<file path="config.mk">
export PLATFORM = sky130hd
export DESIGN_NAME = integer_square_root_top
export DESIGN_NICKNAME = d
export VERILOG_FILES = /design/src/sv/isr_pkg.sv /design/src/sv/integer_square_root_top.sv /design/src/sv/isr_stage.sv
export SDC_FILE = /design/constraint.sdc
export NUM_CORES = 1
export LEC_CHECK = 0
export ABC_AREA = 1
export BUFFER_PORTS_ARGS = -buffer_cell sky130_fd_sc_hd__buf_2
export CAP_MARGIN = 0
export CORE_ASPECT_RATIO = 0.75
export CORE_MARGIN = 3
export CORE_UTILIZATION = 56
export CTS_BUF_LIST = sky130_fd_sc_hd__clkbuf_8 sky130_fd_sc_hd__clkbuf_16
export DETAILED_ROUTE_END_ITERATION = 7
export PLACE_DENSITY_LB_ADDON = 0.1
export SLEW_MARGIN = 10
export SYNTH_ARGS = -nofsm -noshare
export SYNTH_HDL_FRONTEND = slang
export SYNTH_SLANG_ARGS = --single-unit
</file>
<file path="constraint.sdc">
create_clock -name clk -period 1.75 [get_ports clk]
set_input_delay 0.175 -clock clk [delete_from_list [all_inputs] [get_ports clk]]
set_output_delay 0.175 -clock clk [all_outputs]
set_load 0.05 [all_outputs]
</file>
<file path="src/sv/isr_pkg.sv">
// Shared types for the integer square root pipeline.
`timescale 1ns / 1ps

package isr_pkg;

    typedef struct packed {
        logic valid;
        logic neg;
    } ctrl_t;

endpackage

</file>
<file path="src/sv/integer_square_root_top.sv">
// Pipelined integer square root: one digit step per stage, (VALUE_WIDTH+1)/2 stages.
// Throughput: one item per cycle; busy stays low, the stage chain never stalls.
// Reset clears the valid bits of every stage; data registers are not reset.
// Results appear for one cycle on root with done high; the receiver cannot stall.
`timescale 1ns / 1ps

module integer_square_root_top #(
    parameter int VALUE_WIDTH = 32
) (
    input  logic                          clk,
    input  logic                          rst_n,
    input  logic                          start,
    output logic                          busy,
    input  logic signed [VALUE_WIDTH-1:0] value,
    output logic                          done,
    output logic signed [VALUE_WIDTH/2:0] root
);

    localparam int NP = (VALUE_WIDTH + 1) / 2;
    localparam int PW = 2 * NP;
    localparam int RW = NP + 2;
    localparam int ROOT_WIDTH = VALUE_WIDTH / 2 + 1;

    isr_pkg::ctrl_t ctrl_s [0:NP];
    logic [PW-1:0]  val_s  [0:NP];
    logic [RW-1:0]  rem_s  [0:NP];
    logic [NP-1:0]  root_s [0:NP];

    assign busy = 1'b0;

    assign ctrl_s[0].valid = start && !busy;
    assign ctrl_s[0].neg   = value[VALUE_WIDTH-1];
    assign val_s[0]        = PW'($unsigned(value));
    assign rem_s[0]        = '0;
    assign root_s[0]       = '0;

    for (genvar i = 0; i < NP; i++)
    begin : g_stage
        isr_stage #(
            .NP (NP)
        ) u_stage (
            .clk      (clk),
            .rst_n    (rst_n),
            .ctrl_in  (ctrl_s[i]),
            .val_in   (val_s[i]),
            .rem_in   (rem_s[i]),
            .root_in  (root_s[i]),
            .ctrl_out (ctrl_s[i+1]),
            .val_out  (val_s[i+1]),
            .rem_out  (rem_s[i+1]),
            .root_out (root_s[i+1])
        );
    end

    assign done = ctrl_s[NP].valid;
    assign root = ctrl_s[NP].neg ? {ROOT_WIDTH{1'b1}} : ROOT_WIDTH'(root_s[NP]);

    a_done_follows_start : assert property (@(posedge clk) disable iff (!rst_n)
        done |-> $past(start && !busy, NP))
        else $error("done without matching start");

    a_sign_matches_value : assert property (@(posedge clk) disable iff (!rst_n)
        done |-> (root[ROOT_WIDTH-1] == $past(value[VALUE_WIDTH-1], NP)))
        else $error("root sign does not match item sign");

    a_negative_all_ones : assert property (@(posedge clk) disable iff (!rst_n)
        (done && root[ROOT_WIDTH-1]) |-> (root == {ROOT_WIDTH{1'b1}}))
        else $error("negative item did not give all ones");

endmodule

</file>
<file path="src/sv/isr_stage.sv">
// One restoring digit step of the square root pipeline, registered.
`timescale 1ns / 1ps

module isr_stage #(
    parameter int NP = 16
) (
    input  logic                 clk,
    input  logic                 rst_n,
    input  isr_pkg::ctrl_t       ctrl_in,
    input  logic [2*NP-1:0]      val_in,
    input  logic [NP+1:0]        rem_in,
    input  logic [NP-1:0]        root_in,
    output isr_pkg::ctrl_t       ctrl_out,
    output logic [2*NP-1:0]      val_out,
    output logic [NP+1:0]        rem_out,
    output logic [NP-1:0]        root_out
);

    localparam int PW = 2 * NP;
    localparam int RW = NP + 2;

    isr_pkg::ctrl_t  ctrl_reg;
    logic [PW-1:0]   val_reg;
    logic [PW-1:0]   val_next;
    logic [RW-1:0]   rem_reg;
    logic [RW-1:0]   rem_next;
    logic [NP-1:0]   root_reg;
    logic [NP-1:0]   root_next;
    logic [RW-1:0]   cur;
    logic [RW-1:0]   trial;
    logic            take;

    always_comb
    begin
        cur       = {rem_in[RW-3:0], val_in[PW-1:PW-2]};
        trial     = {root_in, 2'b01};
        take      = (cur >= trial);
        rem_next  = take ? (cur - trial) : cur;
        root_next = {root_in[NP-2:0], take};
        val_next  = {val_in[PW-3:0], 2'b00};
    end

    always_ff @(posedge clk or negedge rst_n)
    begin
        if (!rst_n)
        begin
            ctrl_reg <= '0;
        end
        else
        begin
            ctrl_reg <= ctrl_in;
        end
    end

    always_ff @(posedge clk)
    begin
        val_reg  <= val_next;
        rem_reg  <= rem_next;
        root_reg <= root_next;
    end

    assign ctrl_out = ctrl_reg;
    assign val_out  = val_reg;
    assign rem_out  = rem_reg;
    assign root_out = root_reg;

endmodule

</file>
==> flow_summary.json <==
{
  "start_util_pct": 56.9,
  "cts_tree": "yes",
  "via_count": 22400,
  "die_height_um": 194,
  "slew_headroom_pct": 54.4,
  "cts_max_level": 2,
  "grtUsageTotal_pct": 26.2,
  "holdWs_ns": 0.135,
  "violations": "design-rule violations, negative setup slack",
  "utilization_pct": 77.6,
  "avgRoutedWirePerCell_um": 15.9,
  "status": "finished with violations",
  "rsz0062_at_grt": "true",
  "cts_sinks": 632,
  "ctsLongestPathBuffers": 3,
  "final_cell_mix": "nand2_1, inv_1, dfxtp_1, buf_4, nand2_2",
  "pwr_density_cell_nw_per_um2": 1510,
  "grt_overflow": 0,
  "grt_pass1_vias": 21500,
  "dr.pass1.iters": 8,
  "yosysTopAreaCell": "dfxtp_1",
  "rows": 68,
  "antenna_left": 0,
  "ff2ff_path_depth": 13,
  "startpoint_type": "flip-flop",
  "cp_max_fo": 9,
  "clk_latency_ns": 0.65,
  "avgSynthCellArea_sq_um": 7.87,
  "synth_cells": 3343,
  "synth.top_cell.area_share_pct": 45.7,
  "hp-class": "in2async",
  "syn_area_sq_um": 26300,
  "worst_ep_arrival_time_ns": 1.67,
  "setup_ws_ns": -0.0945,
  "dieArea_sq_um": 49600,
  "fin_skew_ns": 0.0365,
  "grt_pass1_wl_um": 107000,
  "max-cap-violations": 0,
  "vias_per_cell": 4.99,
  "finalInstanceArea_sq_um": 35900,
  "synth-warning-count": 0,
  "pin_count": 54,
  "dp_hpwl_um": 47700,
  "synth.area.top_cells": "dfxtp_1, nand2_1, inv_1, ha_1, nand3_1",
  "wl_um": 71400,
  "ys_ff_latch": 632,
  "place_congestion": 0.904,
  "fin_nets": 4006,
  "cp-end-kind": "output port",
  "period_minus_slack_ns": 1.84,
  "async_flop_share_pct": 5.06,
  "drv_slew": 0,
  "antenna_found_initial": 0,
  "die_w_um": 256,
  "vdd.ir_drop.worst_mv": 1.03,
  "criticalPathCategory": "reg2out",
  "cts-buffers-inserted": 58,
  "p_leak_uw": 0.0182,
  "diodes": 0,
  "seq_area_frac_synth_pct": 48.7,
  "setup_violations": 33,
  "r2r_setup_slack_ns": -0.05,
  "place_area_sq_um": 29200,
  "period_share_pct": 105,
  "ys.flop_type": "dfxtp_1",
  "ys_types": 51,
  "layout-drive-gt1-share_pct": 34.2,
  "tns_ns": -1.26,
  "grt_max_degree": 33,
  "first_iter_violations": 1672,
  "drc": 14,
  "clkTransAtPathRegs_ns": 0.07,
  "area_growth_pct": 36.3,
  "core_sq_um": 46200,
  "layout_commonest_cell": "nand2_1",
  "io_buffers": 52,
  "worst_pin_slew_ns": 0.684,
  "cts-root-buf": "clkbuf_16",
  "worst_ep_required_time_ns": 1.57,
  "finalHoldViolCount": 0,
  "synth_edf_count": 0,
  "fmax_ghz": 0.542
}
[cell type report]
cell class / count / area [sq um]
fill: 3158 / 10300
tap: 630 / 788
timing repair buffer: 432 / 3600
clock buffer: 71 / 1630
timing repair inverter: 5 / 43.8
inverter: 600 / 2330
sequential: 632 / 13000
clock inverter: 38 / 458
multi-input combinational: 2090 / 14000
[worst max-delay path, stage by stage, from the launching register on]
cell and delay (ns):
dfrtp_2 0.43, buf_12 0.15, or2_2 0.30, buf_6 0.16
[registers in the layout (all words and copies together) (netlist names)]
signal and cells:
g_stage.u_stage.ctrl_out 32, g_stage.u_stage.rem_out 224, g_stage.u_stage.root_out 136, g_stage.u_stage.val_out 240
[cells in the mapped netlist (all sizes together), types with 3 or more instances]
master  count
or2        22
inv       599
dfxtp     600
o21bai      6
and3        3
nor3       24
nor2      235
xor2       51
nand2    1071
ha        152
nand3     207
nand3b     24
a21oi     121
nand4      45
buf        26
o21ai      72
dfrtp      32
a21o        5
and2        9
xnor2      26
[worst paths after layout]
kind,from,end
worst min register to register,g_stage[10].u_stage.val_out[28]$_DFF_P_,g_stage[11].u_stage.val_out[30]$_DFF_P_
worst min-delay path,rst_n,g_stage[14].u_stage.ctrl_out[0]$_DFF_PN0_
worst max-delay path,g_stage[15].u_stage.ctrl_out[0]$_DFF_PN0_,root[4]
min in group clk,value[15],g_stage[0].u_stage.val_out[17]$_DFF_P_
worst max register to register,g_stage[9].u_stage.root_out[1]$_DFF_P_,g_stage[10].u_stage.rem_out[10]$_DFF_P_
max in group asynchronous,rst_n,g_stage[15].u_stage.ctrl_out[0]$_DFF_PN0_
[repair_timing]
action / 4_1_cts / 5_1_grt
setup endpoints to repair: 186 / 221
hold buffers: 35 / 0
buffers inserted: 24 / 56
pin swaps: 43 / 211
gates cloned: 7 / 6
gates resized for setup: 259 / 642
hold endpoints to repair: 67 / 0
[per-layer routing]
metal | part of all wire, % | track usage, % | routed length (um) | vias up
li1 | - | - | - | 11200
met1 | 46 | 37.3 | 32600 | 10500
met2 | 46 | 42.1 | 33000 | 649
met3 | 5.9 | 3.97 | 4240 | 133
met4 | 2.2 | 6.52 | 1560 | 0
met5 | 0 | 0 | 0 | -
[report_power, final]
group | internal [uW] | switching [uW]
clock network | 7710 | 5680
registers | 17200 | 2480
logic | 9310 | 11600
[metrics by stage]
stage          cells  power [uW]  setup WS (ns)
6_report        4498       54000        -0.0945
5_1_grt         4498       57100         -0.147
4_1_cts         4440       50200         -0.118
3_5_place_dp    4265       34800         -0.249
3_3_place_gp    4265       34600         -0.183
2_1_floorplan   3344       28800         0.0682
[cell families after synthesis]
kind of cell	after synthesis	synth area share, %
AOI/OAI and AO/OA	212	4.77
xor gates and xnor gates	77	2.56
adders and majority gates	152	7.23
buffers and inverters	627	9.63
DFF	632	48.7
other	1	0.0143
and+or+nand+nor	1642	27.1
Note: power is estimated with default switching activity, not from simulation.
